==> src/hw/rtl/wavhp_pkg.sv <==
// shared types and constants for the wave header parser
// no dependencies

package wavhp_pkg;

    localparam int unsigned LengthBits = 32;

    typedef enum logic [2:0] {
        PH_HEAD = 3'd0,
        PH_CHDR = 3'd1,
        PH_BODY = 3'd2,
        PH_PAD  = 3'd3,
        PH_DONE = 3'd4,
        PH_ERR  = 3'd5
    } phase_t;

    typedef enum logic [1:0] {
        CS_WALK   = 2'd0,
        CS_DIVIDE = 2'd1,
        CS_OUTPUT = 2'd2,
        CS_FINISH = 2'd3
    } ctrl_state_t;

    localparam logic [31:0] TagRiff = 32'h46464952;
    localparam logic [31:0] TagWave = 32'h45564157;
    localparam logic [31:0] TagFmt  = 32'h20746D66;
    localparam logic [31:0] TagData = 32'h61746164;
    localparam logic [15:0] WavePcm   = 16'd1;
    localparam logic [15:0] WaveFloat = 16'd3;

    localparam logic [32:0] LengthMax = (33'd1 << LengthBits) - 33'd1;

    // ceil(2^33 / 3), exact floor(x / 3) for any 32-bit x after a shift by 33
    localparam logic [31:0] Recip3 = 32'hAAAA_AAAB;

    // commands from controller to datapath
    typedef struct packed {
        logic step;       // consume one word
        logic finish;     // evaluate header and load the frame divider
        logic div_step;   // form the frame count
        logic clear;      // start a new file
    } dp_cmd_t;

    typedef struct packed {
        logic div_done;
    } dp_status_t;

endpackage

==> src/hw/rtl/wavhp_datapath.sv <==
// chunk walker, fmt capture, validity checks and shift/reciprocal frame divider
// depends on wavhp_pkg

module wavhp_datapath (
    input  logic                   clk,
    input  logic                   rst_n,
    input  wavhp_pkg::dp_cmd_t     cmd,
    output wavhp_pkg::dp_status_t  stat,
    input  logic [7:0]             data_byte,
    input  logic                   cfg_we,
    input  logic                   cfg_index,
    input  logic [31:0]            cfg_data,
    output logic                   status,
    output logic [1:0]             sample_format,
    output logic [1:0]             channel_count,
    output logic [31:0]            sample_rate,
    output logic [31:0]            frame_count,
    output logic [31:0]            data_offset
);
    import wavhp_pkg::*;

    logic [31:0] min_rate_reg, max_rate_reg;
    logic [3:0]  hcount_reg, hcount_next;   // file header index, saturates at 12
    logic [31:0] riff_len_reg, riff_len_next;
    logic [31:0] list_pos_reg, list_pos_next;
    phase_t      phase_reg, phase_next;
    logic [63:0] hdr_reg, hdr_next;
    logic [31:0] remain_reg, remain_next;
    logic [63:0] fmt_reg, fmt_next;
    logic [15:0] bits_reg, bits_next;
    logic [4:0]  taken_reg, taken_next;
    logic        fmt_act_reg, fmt_act_next;
    logic        fmt_found_reg, fmt_found_next;
    logic        data_found_reg, data_found_next;
    logic [31:0] data_len_reg, data_len_next;
    logic [31:0] data_start_reg, data_start_next;

    // divider
    logic [31:0] num_reg, quo_reg;
    logic        by3_reg, done_reg;
    logic        ok_reg;
    logic [1:0]  code_reg, chan_reg;
    logic [31:0] rate_reg, offs_reg;

    always_ff @(posedge clk or negedge rst_n)
    begin
        if (!rst_n)
        begin
            min_rate_reg <= 32'd8000;
            max_rate_reg <= 32'd192000;
        end
        else if (cfg_we)
        begin
            if (cfg_index) max_rate_reg <= cfg_data;
            else           min_rate_reg <= cfg_data;
        end
    end

    logic [63:0] sh_byte;
    logic [31:0] lp_inc, remain_dec, clen, space;
    logic [2:0]  hidx;

    always_comb
    begin
        hcount_next     = hcount_reg;
        riff_len_next   = riff_len_reg;
        list_pos_next   = list_pos_reg;
        phase_next      = phase_reg;
        hdr_next        = hdr_reg;
        remain_next     = remain_reg;
        fmt_next        = fmt_reg;
        bits_next       = bits_reg;
        taken_next      = taken_reg;
        fmt_act_next    = fmt_act_reg;
        fmt_found_next  = fmt_found_reg;
        data_found_next = data_found_reg;
        data_len_next   = data_len_reg;
        data_start_next = data_start_reg;
        lp_inc     = list_pos_reg + 32'd1;
        remain_dec = remain_reg - 32'd1;
        hidx       = 3'(8 - remain_reg[3:0]);
        sh_byte    = 64'(data_byte) << {hidx, 3'b000};
        clen       = hdr_next[63:32];
        space      = riff_len_reg - lp_inc;

        if (cmd.step)
        begin
            if (hcount_reg != 4'd12) hcount_next = hcount_reg + 4'd1;
            unique case (phase_reg)
                PH_HEAD:
                begin
                    if (hcount_reg < 4'd4)
                    begin
                        if (data_byte != TagRiff[{hcount_reg[1:0], 3'b000} +: 8])
                            phase_next = PH_ERR;
                    end
                    else if (hcount_reg < 4'd8)
                        riff_len_next[{hcount_reg[1:0], 3'b000} +: 8] = data_byte;
                    else if (hcount_reg < 4'd12)
                    begin
                        if (data_byte != TagWave[{hcount_reg[1:0], 3'b000} +: 8])
                            phase_next = PH_ERR;
                        else if (hcount_reg == 4'd11)
                        begin
                            if (riff_len_reg < 32'd4 || 33'(riff_len_reg) > LengthMax)
                                phase_next = PH_ERR;
                            else
                            begin
                                riff_len_next = riff_len_reg - 32'd4;
                                list_pos_next = '0;
                                if (riff_len_next == 32'd0)
                                    phase_next = PH_DONE;
                                else if (riff_len_next < 32'd8)
                                    phase_next = PH_ERR;
                                else
                                begin
                                    phase_next  = PH_CHDR;
                                    remain_next = 32'd8;
                                    hdr_next    = '0;
                                end
                            end
                        end
                    end
                end
                PH_CHDR:
                begin
                    hdr_next      = hdr_reg | sh_byte;
                    list_pos_next = lp_inc;
                    remain_next   = remain_dec;
                    clen          = hdr_next[63:32];
                    if (remain_dec == 32'd0)
                    begin
                        if (33'(clen) > LengthMax || clen > space)
                            phase_next = PH_ERR;
                        else if (hdr_next[31:0] == TagFmt && !fmt_found_reg
                                 && clen < 32'd16)
                        begin
                            fmt_found_next = 1'b1;
                            phase_next     = PH_ERR;
                        end
                        else
                        begin
                            if (hdr_next[31:0] == TagFmt && !fmt_found_reg)
                            begin
                                fmt_found_next = 1'b1;
                                fmt_act_next   = 1'b1;
                            end
                            if (hdr_next[31:0] == TagData && !data_found_reg)
                            begin
                                data_found_next = 1'b1;
                                data_len_next   = clen;
                                data_start_next = lp_inc + 32'd12;
                            end
                            if (clen == 32'd0)
                            begin
                                // zero-length chunk ends right here
                                fmt_act_next = 1'b0;
                                if (lp_inc == riff_len_reg) phase_next = PH_DONE;
                                else if (lp_inc[0]) phase_next = PH_PAD;
                                else if (space < 32'd8) phase_next = PH_ERR;
                                else
                                begin
                                    phase_next  = PH_CHDR;
                                    remain_next = 32'd8;
                                    hdr_next    = '0;
                                end
                            end
                            else
                            begin
                                phase_next  = PH_BODY;
                                remain_next = clen;
                            end
                        end
                    end
                end
                PH_BODY:
                begin
                    if (fmt_act_reg && taken_reg < 5'd16)
                    begin
                        if (taken_reg < 5'd8)
                            fmt_next[{taken_reg[2:0], 3'b000} +: 8] = data_byte;
                        else if (taken_reg >= 5'd14)
                            bits_next[{taken_reg[0], 3'b000} +: 8] = data_byte;
                        taken_next = taken_reg + 5'd1;
                    end
                    list_pos_next = lp_inc;
                    remain_next   = remain_dec;
                    if (remain_dec == 32'd0)
                    begin
                        fmt_act_next = 1'b0;
                        if (lp_inc == riff_len_reg) phase_next = PH_DONE;
                        else if (lp_inc[0]) phase_next = PH_PAD;
                        else if (space < 32'd8) phase_next = PH_ERR;
                        else
                        begin
                            phase_next  = PH_CHDR;
                            remain_next = 32'd8;
                            hdr_next    = '0;
                        end
                    end
                end
                PH_PAD:
                begin
                    list_pos_next = lp_inc;
                    if (lp_inc == riff_len_reg) phase_next = PH_DONE;
                    else if (space < 32'd8) phase_next = PH_ERR;
                    else
                    begin
                        phase_next  = PH_CHDR;
                        remain_next = 32'd8;
                        hdr_next    = '0;
                    end
                end
                default: ;
            endcase
        end
    end

    always_ff @(posedge clk or negedge rst_n)
    begin
        if (!rst_n)
        begin
            hcount_reg     <= '0;
            riff_len_reg   <= '0;
            list_pos_reg   <= '0;
            phase_reg      <= PH_HEAD;
            hdr_reg        <= '0;
            remain_reg     <= '0;
            fmt_reg        <= '0;
            bits_reg       <= '0;
            taken_reg      <= '0;
            fmt_act_reg    <= 1'b0;
            fmt_found_reg  <= 1'b0;
            data_found_reg <= 1'b0;
            data_len_reg   <= '0;
            data_start_reg <= '0;
        end
        else if (cmd.clear)
        begin
            hcount_reg     <= '0;
            riff_len_reg   <= '0;
            list_pos_reg   <= '0;
            phase_reg      <= PH_HEAD;
            hdr_reg        <= '0;
            remain_reg     <= '0;
            fmt_reg        <= '0;
            bits_reg       <= '0;
            taken_reg      <= '0;
            fmt_act_reg    <= 1'b0;
            fmt_found_reg  <= 1'b0;
            data_found_reg <= 1'b0;
            data_len_reg   <= '0;
            data_start_reg <= '0;
        end
        else
        begin
            hcount_reg     <= hcount_next;
            riff_len_reg   <= riff_len_next;
            list_pos_reg   <= list_pos_next;
            phase_reg      <= phase_next;
            hdr_reg        <= hdr_next;
            remain_reg     <= remain_next;
            fmt_reg        <= fmt_next;
            bits_reg       <= bits_next;
            taken_reg      <= taken_next;
            fmt_act_reg    <= fmt_act_next;
            fmt_found_reg  <= fmt_found_next;
            data_found_reg <= data_found_next;
            data_len_reg   <= data_len_next;
            data_start_reg <= data_start_next;
        end
    end

    // final checks on the captured header
    logic [15:0] afmt, nchan;
    logic [31:0] rate;
    logic        ok;
    logic [1:0]  code;
    logic [2:0]  width;
    logic [1:0]  shamt;
    logic        by3;

    always_comb
    begin
        afmt  = fmt_reg[15:0];
        nchan = fmt_reg[31:16];
        rate  = fmt_reg[63:32];
        code  = 2'd0;
        width = 3'd0;
        ok = phase_reg == PH_DONE && fmt_found_reg && data_found_reg
             && taken_reg == 5'd16 && rate >= min_rate_reg && rate <= max_rate_reg
             && (nchan == 16'd1 || nchan == 16'd2);
        if (afmt == WavePcm && bits_reg == 16'd8)
        begin
            width = 3'd1; code = 2'd0;
        end
        else if (afmt == WavePcm && bits_reg == 16'd16)
        begin
            width = 3'd2; code = 2'd1;
        end
        else if (afmt == WavePcm && bits_reg == 16'd24)
        begin
            width = 3'd3; code = 2'd2;
        end
        else if (afmt == WaveFloat && bits_reg == 16'd32)
        begin
            width = 3'd4; code = 2'd3;
        end
        else
            ok = 1'b0;
        // bytes per frame is 1, 2, 3, 4, 6 or 8: a shift plus an optional divide by 3
        by3 = width == 3'd3;
        unique case (width)
            3'd2:    shamt = 2'd1;
            3'd4:    shamt = 2'd2;
            default: shamt = 2'd0;
        endcase
        if (nchan == 16'd2) shamt = shamt + 2'd1;
    end

    logic [63:0] prod;
    assign prod = 64'(num_reg) * 64'(Recip3);

    always_ff @(posedge clk or negedge rst_n)
    begin
        if (!rst_n)
            done_reg <= 1'b1;
        else if (cmd.finish)
            done_reg <= 1'b0;
        else if (cmd.div_step)
            done_reg <= 1'b1;
    end

    always_ff @(posedge clk)
    begin
        if (cmd.finish)
        begin
            ok_reg   <= ok;
            code_reg <= code;
            chan_reg <= nchan[1:0];
            rate_reg <= rate;
            offs_reg <= data_start_reg;
            num_reg  <= data_len_reg >> shamt;
            by3_reg  <= by3;
        end
        else if (cmd.div_step)
        begin
            quo_reg <= by3_reg ? {1'b0, prod[63:33]} : num_reg;
        end
    end

    assign stat.div_done  = done_reg;
    assign status         = !ok_reg;
    assign sample_format  = ok_reg ? code_reg : 2'd0;
    assign channel_count  = ok_reg ? chan_reg : 2'd0;
    assign sample_rate    = ok_reg ? rate_reg : 32'd0;
    assign frame_count    = ok_reg ? quo_reg : 32'd0;
    assign data_offset    = ok_reg ? offs_reg : 32'd0;

    a_taken_bound: assert property (@(posedge clk) disable iff (!rst_n)
        taken_reg <= 5'd16) else $error("fmt capture overran");
    a_pos_bound: assert property (@(posedge clk) disable iff (!rst_n)
        phase_reg != PH_HEAD |-> list_pos_reg <= riff_len_reg)
        else $error("list position past list end");
    a_fin_count: assert property (@(posedge clk) disable iff (!rst_n)
        cmd.finish |=> !stat.div_done) else $error("divider not loaded");

endmodule

==> src/hw/rtl/wavhp_ctrl.sv <==
// controller: byte intake, final-word divide sequencing and result handshake
// depends on wavhp_pkg

module wavhp_ctrl (
    input  logic                   clk,
    input  logic                   rst_n,
    input  logic                   in_valid,
    output logic                   in_ready,
    input  logic                   last_byte,
    output logic                   out_valid,
    input  logic                   out_ready,
    output wavhp_pkg::dp_cmd_t     cmd,
    input  wavhp_pkg::dp_status_t  stat
);
    import wavhp_pkg::*;

    ctrl_state_t state_reg, state_next;
    logic        acc;

    assign acc = in_valid && in_ready;

    always_comb
    begin
        state_next = state_reg;
        unique case (state_reg)
            CS_WALK:   if (acc && last_byte) state_next = CS_FINISH;
            CS_FINISH: state_next = CS_DIVIDE;
            CS_DIVIDE: if (stat.div_done) state_next = CS_OUTPUT;
            CS_OUTPUT: if (out_ready) state_next = CS_WALK;
            default:   state_next = CS_WALK;
        endcase
    end

    always_comb
    begin
        in_ready     = 1'b0;
        out_valid    = 1'b0;
        cmd.step     = 1'b0;
        cmd.finish   = 1'b0;
        cmd.div_step = 1'b0;
        cmd.clear    = 1'b0;
        unique case (state_reg)
            CS_WALK:
            begin
                in_ready = 1'b1;
                // the final word is walked too, checks follow in the next cycle
                cmd.step = acc;
            end
            CS_FINISH: cmd.finish = 1'b1;
            CS_DIVIDE:
            begin
                cmd.div_step = !stat.div_done;
                cmd.clear    = 1'b1;
            end
            CS_OUTPUT: out_valid = 1'b1;
            default: ;
        endcase
    end

    always_ff @(posedge clk or negedge rst_n)
    begin
        if (!rst_n) state_reg <= CS_WALK;
        else        state_reg <= state_next;
    end

    a_one_cmd: assert property (@(posedge clk) disable iff (!rst_n)
        !(cmd.step && cmd.finish)) else $error("step and finish together");
    a_no_in_busy: assert property (@(posedge clk) disable iff (!rst_n)
        out_valid |-> !in_ready) else $error("intake while result pending");
    a_fin_div: assert property (@(posedge clk) disable iff (!rst_n)
        cmd.finish |=> state_reg == CS_DIVIDE) else $error("finish lost");

endmodule

==> src/hw/rtl/wav_header_parser_unit.sv <==
// top level of the wave header parser: controller plus datapath
// depends on wavhp_pkg, wavhp_ctrl, wavhp_datapath
//
// usage
// - input channel: one file word (data_byte) per accepted handshake, from offset
//   zero, last_byte high on the final word of the file
// - every word, the final one too, is walked; the block reads one
//   word per cycle within a file
// - after the final word the header checks are registered and the frame count
//   is formed by a shift and, for 24-bit samples, a multiply by the reciprocal
//   of three in the divide state; out_valid then rises and in_ready stays low
//   until the result is taken
// - output channel: one result word per file (status and decoded fields);
//   on error status is 1 and all other fields are zero
// - a stalled receiver holds the result and the input stays blocked
// - cfg port: index 0 min_rate, index 1 max_rate; write while idle
// - reset: rates return to 8000 and 192000 Hz and the parser waits for the
//   first word of a new file

module wav_header_parser_unit (
    input  logic        clk,
    input  logic        rst_n,
    input  logic        in_valid,
    output logic        in_ready,
    input  logic [7:0]  data_byte,
    input  logic        last_byte,
    output logic        out_valid,
    input  logic        out_ready,
    output logic        status,
    output logic [1:0]  sample_format,
    output logic [1:0]  channel_count,
    output logic [31:0] sample_rate,
    output logic [31:0] frame_count,
    output logic [31:0] data_offset,
    input  logic        cfg_we,
    input  logic        cfg_index,
    input  logic [31:0] cfg_data
);
    import wavhp_pkg::*;

    dp_cmd_t    cmd;
    dp_status_t stat;

    wavhp_ctrl u_ctrl (
        .clk       (clk),
        .rst_n     (rst_n),
        .in_valid  (in_valid),
        .in_ready  (in_ready),
        .last_byte (last_byte),
        .out_valid (out_valid),
        .out_ready (out_ready),
        .cmd       (cmd),
        .stat      (stat)
    );

    wavhp_datapath u_dp (
        .clk           (clk),
        .rst_n         (rst_n),
        .cmd           (cmd),
        .stat          (stat),
        .data_byte     (data_byte),
        .cfg_we        (cfg_we),
        .cfg_index     (cfg_index),
        .cfg_data      (cfg_data),
        .status        (status),
        .sample_format (sample_format),
        .channel_count (channel_count),
        .sample_rate   (sample_rate),
        .frame_count   (frame_count),
        .data_offset   (data_offset)
    );

endmodule

==> config.mk <==
export PLATFORM = sky130hd
export DESIGN_NAME = wav_header_parser_unit
export DESIGN_NICKNAME = d
export VERILOG_FILES = /design/src/hw/rtl/wavhp_pkg.sv /design/src/hw/rtl/wavhp_datapath.sv /design/src/hw/rtl/wavhp_ctrl.sv /design/src/hw/rtl/wav_header_parser_unit.sv
export SDC_FILE = /design/constraint.sdc
export NUM_CORES = 2
export LEC_CHECK = 0
export ABC_AREA = 1
export CAP_MARGIN = 15
export CORE_ASPECT_RATIO = 1.25
export CORE_MARGIN = 10
export CORE_UTILIZATION = 57
export CTS_CLUSTER_SIZE = 20
export DETAILED_ROUTE_END_ITERATION = 10
export DONT_BUFFER_PORTS = 1
export GPL_TIMING_DRIVEN = 0
export PLACE_DENSITY = 0.74
export SLEW_MARGIN = 10
export SYNTH_ARGS = -nofsm -noshare
export SYNTH_HDL_FRONTEND = slang
export SYNTH_SLANG_ARGS = --single-unit
==> constraint.sdc <==
create_clock -name clk -period 9.6 [get_ports clk]
set_input_delay 0.48 -clock clk [delete_from_list [all_inputs] [get_ports clk]]
set_output_delay 0.48 -clock clk [all_outputs]
set_load 0.01 [all_outputs]
## After elaboration in Yosys (flattened, before gate mapping)

Cells that the tools add are included.

- Equality and inequality tests: 56
- Mux-type cells: 170
- Bitwise operators: 3
- Order comparisons: 13
- Divide/modulo/power cells: 0
- Add/sub/neg operators: 12
- Shifts and indexed selects: 10
- $mul: 1
- Reductions and logical operators: 61

Operators by type and width:

| operator | number |
|---|---|
| $mux 32 | 54 |
| $mux 64 | 27 |
| $pmux 64 s4 | 1 |
| $pmux 32 s4 | 1 |
| $logic_not 32->1 | 3 |
| $mux 16 | 6 |
| $mux 3 | 24 |
| $bwmux 64 | 1 |
| $lt 32x4->1 const B | 2 |
| $mul 32x32->64 const B | 1 |
| $or 64x64->64 | 1 |
| $pmux 32 s2 | 1 |
| $shift 8x8->64 const A | 1 |
| $shiftx 32x6->8 const A | 2 |
| $shiftx 8x8->64 | 1 |
| $shl 8x6->64 | 1 |
| $ne 3x3->1 const B | 12 |
| $add 32x1->32 const B | 1 |
| $add 32x4->32 const B | 1 |
| $bwmux 32 | 1 |
| $eq 16x1->1 const B | 2 |
| $eq 16x2->1 const B | 2 |
| $eq 16x5->1 const B | 2 |
| $eq 32x30->1 const B | 1 |
| other kinds (74) | 177 |

- Input port bits: 47
- Latch bits: 0
- Logic and storage cells: 354
- Bits in read-only memories: 0
- Memories kept: 0
- Register bits after elaboration: 520
- Output and inout bits: 103
- Bits in writable memories: 0

## Longest topological paths before layout

- Word-level depth: 13
- Depth in mapped cells: 41
- Depth with buffers taken out: 41

## Cells and area by module

Synthesis repeated with hierarchy kept, for this count alone.

- Cell total of the unflattened synthesis: 5771
- Area total of the unflattened synthesis: 47503.1 um^2

Modules (own cells, without submodules):

| module | sequential area each (um^2) | area an instance (um^2) | cells each | times used |
|---|---|---|---|---|
| wavhp_datapath | 13650.6 | 47291.6 | 5742 | 1 |
| wavhp_ctrl | 50.0 | 211.5 | 29 | 1 |

## Least setup slack after synthesis

OpenSTA, ideal clock, no wires.

- Path kind: reg2reg
- Start: register u_dp.num_reg[4]
- End: register u_dp.quo_reg[28] (data pin)
- Slack: 2925 ps
- Data arrival time: 6409 ps
- Stages on the path, launching flop included: 30
- Required time: 9334 ps
- Cells stage by stage: edfxtp_1 -> ha_1 -> inv_1 -> fa_1 -> fa_1 -> fa_1 -> inv_1 -> fa_1 -> inv_1 -> fa_1 -> inv_1 -> fa_1 -> inv_1 -> fa_1 -> inv_1 -> ha_1 -> a21oi_1 -> o21ai_0 -> a21oi_1 -> o211ai_1 -> a21o_1 -> nand3_1 -> nand3_1 -> nand3_1 -> nand2_1 -> nand3_1 -> o211ai_1 -> or2_2 -> nand3_1 -> o21ai_0

- Longest elaborated chain between the ends: 2

RTL lines:

| element | line | source |
|---|---|---|
| start, declared | wavhp_datapath.sv:39 | `logic [31:0] num_reg, quo_reg;` |
| start signal, assigned | wavhp_datapath.sv:343 | `num_reg <= data_len_reg >> shamt;` |
| $mul 32x32->64 | wavhp_datapath.sv:322 | `assign prod = 64'(num_reg) * 64'(Recip3);` |
| $mux 31 | wavhp_datapath.sv:348 | `quo_reg <= by3_reg ? {1'b0, prod[63:33]} : num_reg;` |
| end signal, assigned | wavhp_datapath.sv:348 |  |
| end, declared | wavhp_datapath.sv:39 |  |

Every way passes these cells.
A chain may end at the register's enable or synchronous reset.

## Final worst setup path

- Start: register u_dp.num_reg[1]
- End: register u_dp.quo_reg[23] (data pin)

The elaborated chain is that of the path after synthesis.

==> results.md <==
- Num rows: 118
- CP top delay family: adder cells
- TritonCTS clock tree: built
- Critical path's largest stage delay: 0.92 ns
- Top-count cell post-synth: inv_1
- Total Die Area: 0.09623 sq mm
- Crit start category: flop
- Core area: 0.08312 sq mm
- GRT Util Overall: 0.3127
- Hold Crit Start: cfg_data[23]
- Via/cell ratio: 5.731
- Syn Nets: 6709
- Ys Warns: 0
- Setup violations, final: 0
- Layout Skew: 0.05879 ns
- Hold crit path type: in2reg
- Largest net degree at the start of global routing: 387
- RSZ-0062 raised after global routing: false
- FFs w/ async S/R, synth: 0.7423
- Initial Util: 0.5771
- Total CTS buffers: 55
- DR vias: 40182
- Ranking of synthesized cells by area: dfrtp_1 (19%), fa_1 (16%), ha_1 (12%)
- Routed length per placed instance: 21.50 um
- Status: complete, no violations
- Deepest clock path buffer count: 3
- Syn_area_per_cell: 8.275 sq um
- Post-layout min period: 8.445 ns
- CP max-delay cell: edfxtp_1
- GRT busiest layer: met2
- Postcts setup bufs: 0
- FF-to-FF Start: u_dp.num_reg[1]
- Final GP Congestion: 1.035
- Count of input and output buffers: 0
- Vias in the first global route: 40881
- Die width: 279.5 um
- # diodes: 0
- CTS clock-pin slew for the worst setup and hold paths: 0.06 ns
- Pre-antenna DRT Iters: 6
- Dominant synthesized flop cell: dfrtp_1
- Final nets: 6796
- Global route total overflow: 0
- Met2 Use GR: 0.5512
- Initial antenna violation count: 1
- CP Max Fanout: 11
- Post-CTS resize count: 0
- Setup TNS: 0 ns
- Routed WL: 150.7 mm
- Post-route ant nets: 0
- Post-synthesis sequential area ratio: 0.2856
- Fraction of layout instances using a drive strength above 1: 0.04721
- Fin cells: 7011
- Synth Instances: 5797
- DP Cell Count: 6879
- Crit. End Element: flop
- Period utilization: 0.8797
- Max transition margin: 0.1712
- Fin. max-slew vios: 0
- Final Hold Vio Count: 0
- Fill cell count: 7324
- Met3 GRT Util: 0.04584
- Iter 0 DRT Violations: 3507
- Synth cell count leaders: inv_1 (1354), nand2_1 (983), ha_1 (475)
- Worst Path Buf+Inv: 7
- Critical path type: reg2reg
- FMAX: 0.1184 GHz
- CTS Hold Bufs: 25
- Synthesized area: 0.04797 sq mm
- Critical Path RT: 9.98 ns
- Largest area contributor in the netlist: dfrtp_1
- Root Driver: clkbuf_16
- Die span in y: 344.3 um
- CP Launch Point: u_dp.num_reg[1]
- Number of flops mapped to enable cells by yosys: 134
- Crit path DAT: 8.83 ns
- Placed wire-length estimate: 122.0 mm
- Max_cap viols: 0
- # H-tree levels: 2
- Worst-margin pin slew: 1.243 ns
- Top-level I/O count: 150
- Clock Sinks: 520
- Synth top area share: 0.1941
- Area delta synth->final: 7.622%
- Worst-Skew Late Latency: 0.68 ns
- First-pass GRT wire length: 231.1 mm
- DRC violations left: 0
- Synth unique cells: 69
- Synth Register Bits: 520
- Routing usage on met1: 0.3485
## worst reg2reg max path, stage by stage, from the launching register on
cell and delay (ns):
edfxtp_1 0.92, ha_1 0.38, inv_1 0.16, fa_1 0.53
inv_1 0.08, fa_1 0.50, inv_1 0.08, fa_1 0.53
fa_1 0.56, inv_1 0.06, fa_1 0.50, fa_1 0.54
inv_1 0.05, fa_1 0.53, inv_1 0.04, ha_1 0.36
a21oi_1 0.15, inv_1 0.07, a21oi_1 0.16, o21ai_0 0.11
a21oi_1 0.34, nand3_1 0.39, a21oi_1 0.43, o21bai_1 0.21
a21oi_1 0.19, xor2_1 0.19, o21ai_0 0.12
## cells by family after synthesis
group,synth area share
buffers and inverters,0.1186
muxes,0.004799
AOI/OAI and AO/OA,0.1100
xor gates and xnor gates,0.02261
DFF,0.2856
adders and majority gates,0.2867
and+or+nand+nor,0.1716
## worst paths after layout
kind | slack [ns] | endpoint | depth (start not counted)
min in group asynchronous | 0.40 | u_dp.data_start_reg[21] | 2
min | 0.02 | u_dp.max_rate_reg[23] | 2
max in group asynchronous | 7.21 | u_dp.hdr_reg[13] | 4
max reg2reg | 1.16 | u_dp.quo_reg[23] | 26
max | 1.16 | u_dp.quo_reg[23] | 26
min reg2reg | 0.45 | u_dp.offs_reg[26] | 0
## placed cells by master (no fill, tap or decap), types with 14 or more instances in the layout
master,count
a21oi_1,293
a31oi_1,24
buf_2,20
clkbuf_1,79
clkbuf_16,55
dfrtp_1,372
dfstp_2,14
dlygate4sd3_1,25
edfxtp_1,134
fa_1,390
ha_1,474
inv_1,1354
mux2i_1,23
nand2_1,983
nand2_2,16
nand3_1,214
nand3_2,14
nand4_1,93
nor2_1,367
nor3_1,96
nor4_1,41
o211ai_1,22
o21ai_0,346
o22ai_1,70
o22ai_2,56
or2_2,16
xnor2_1,35
xor2_1,87
## per-layer routing
metal  vias up  wire (um)  part of all wire
met2      1599      74900              0.50
li1      18682          -                 -
met3       526       9720             0.064
met1     19373      54290              0.36
met5         -         13          0.000086
met4         2      11790             0.078
## per-stage QoR
step	hold slack, ns	utilization	cell area [sq um]	setup slack (ns)
floorplan	0.1844	-	47970	2.925
global placement	0.2009	0.5933	49320	0.9870
detailed placement	0.2000	0.5942	49390	1.157
CTS	0.0009710	0.6203	51560	1.178
global route	0.01723	0.6211	51620	0.7370
finish	0.01887	0.6211	51620	1.155
## area by class of cell
cell class | count | area (sq um) | share of cell area
multi-input combinational | 3796 | 28600 | 0.5540
sequential | 520 | 13700 | 0.2654
inverter | 1364 | 5120 | 0.09918
clock buffer | 67 | 1445 | 0.02799
tap | 1080 | 1351 | 0.02618
buffer | 117 | 570.5 | 0.01105
clock inverter | 37 | 457.9 | 0.008871
timing repair buffer | 30 | 380.4 | 0.007368
Power is not shown: default switching activity piles up to over one toggle a cycle in this logic, so the estimate is an artifact.
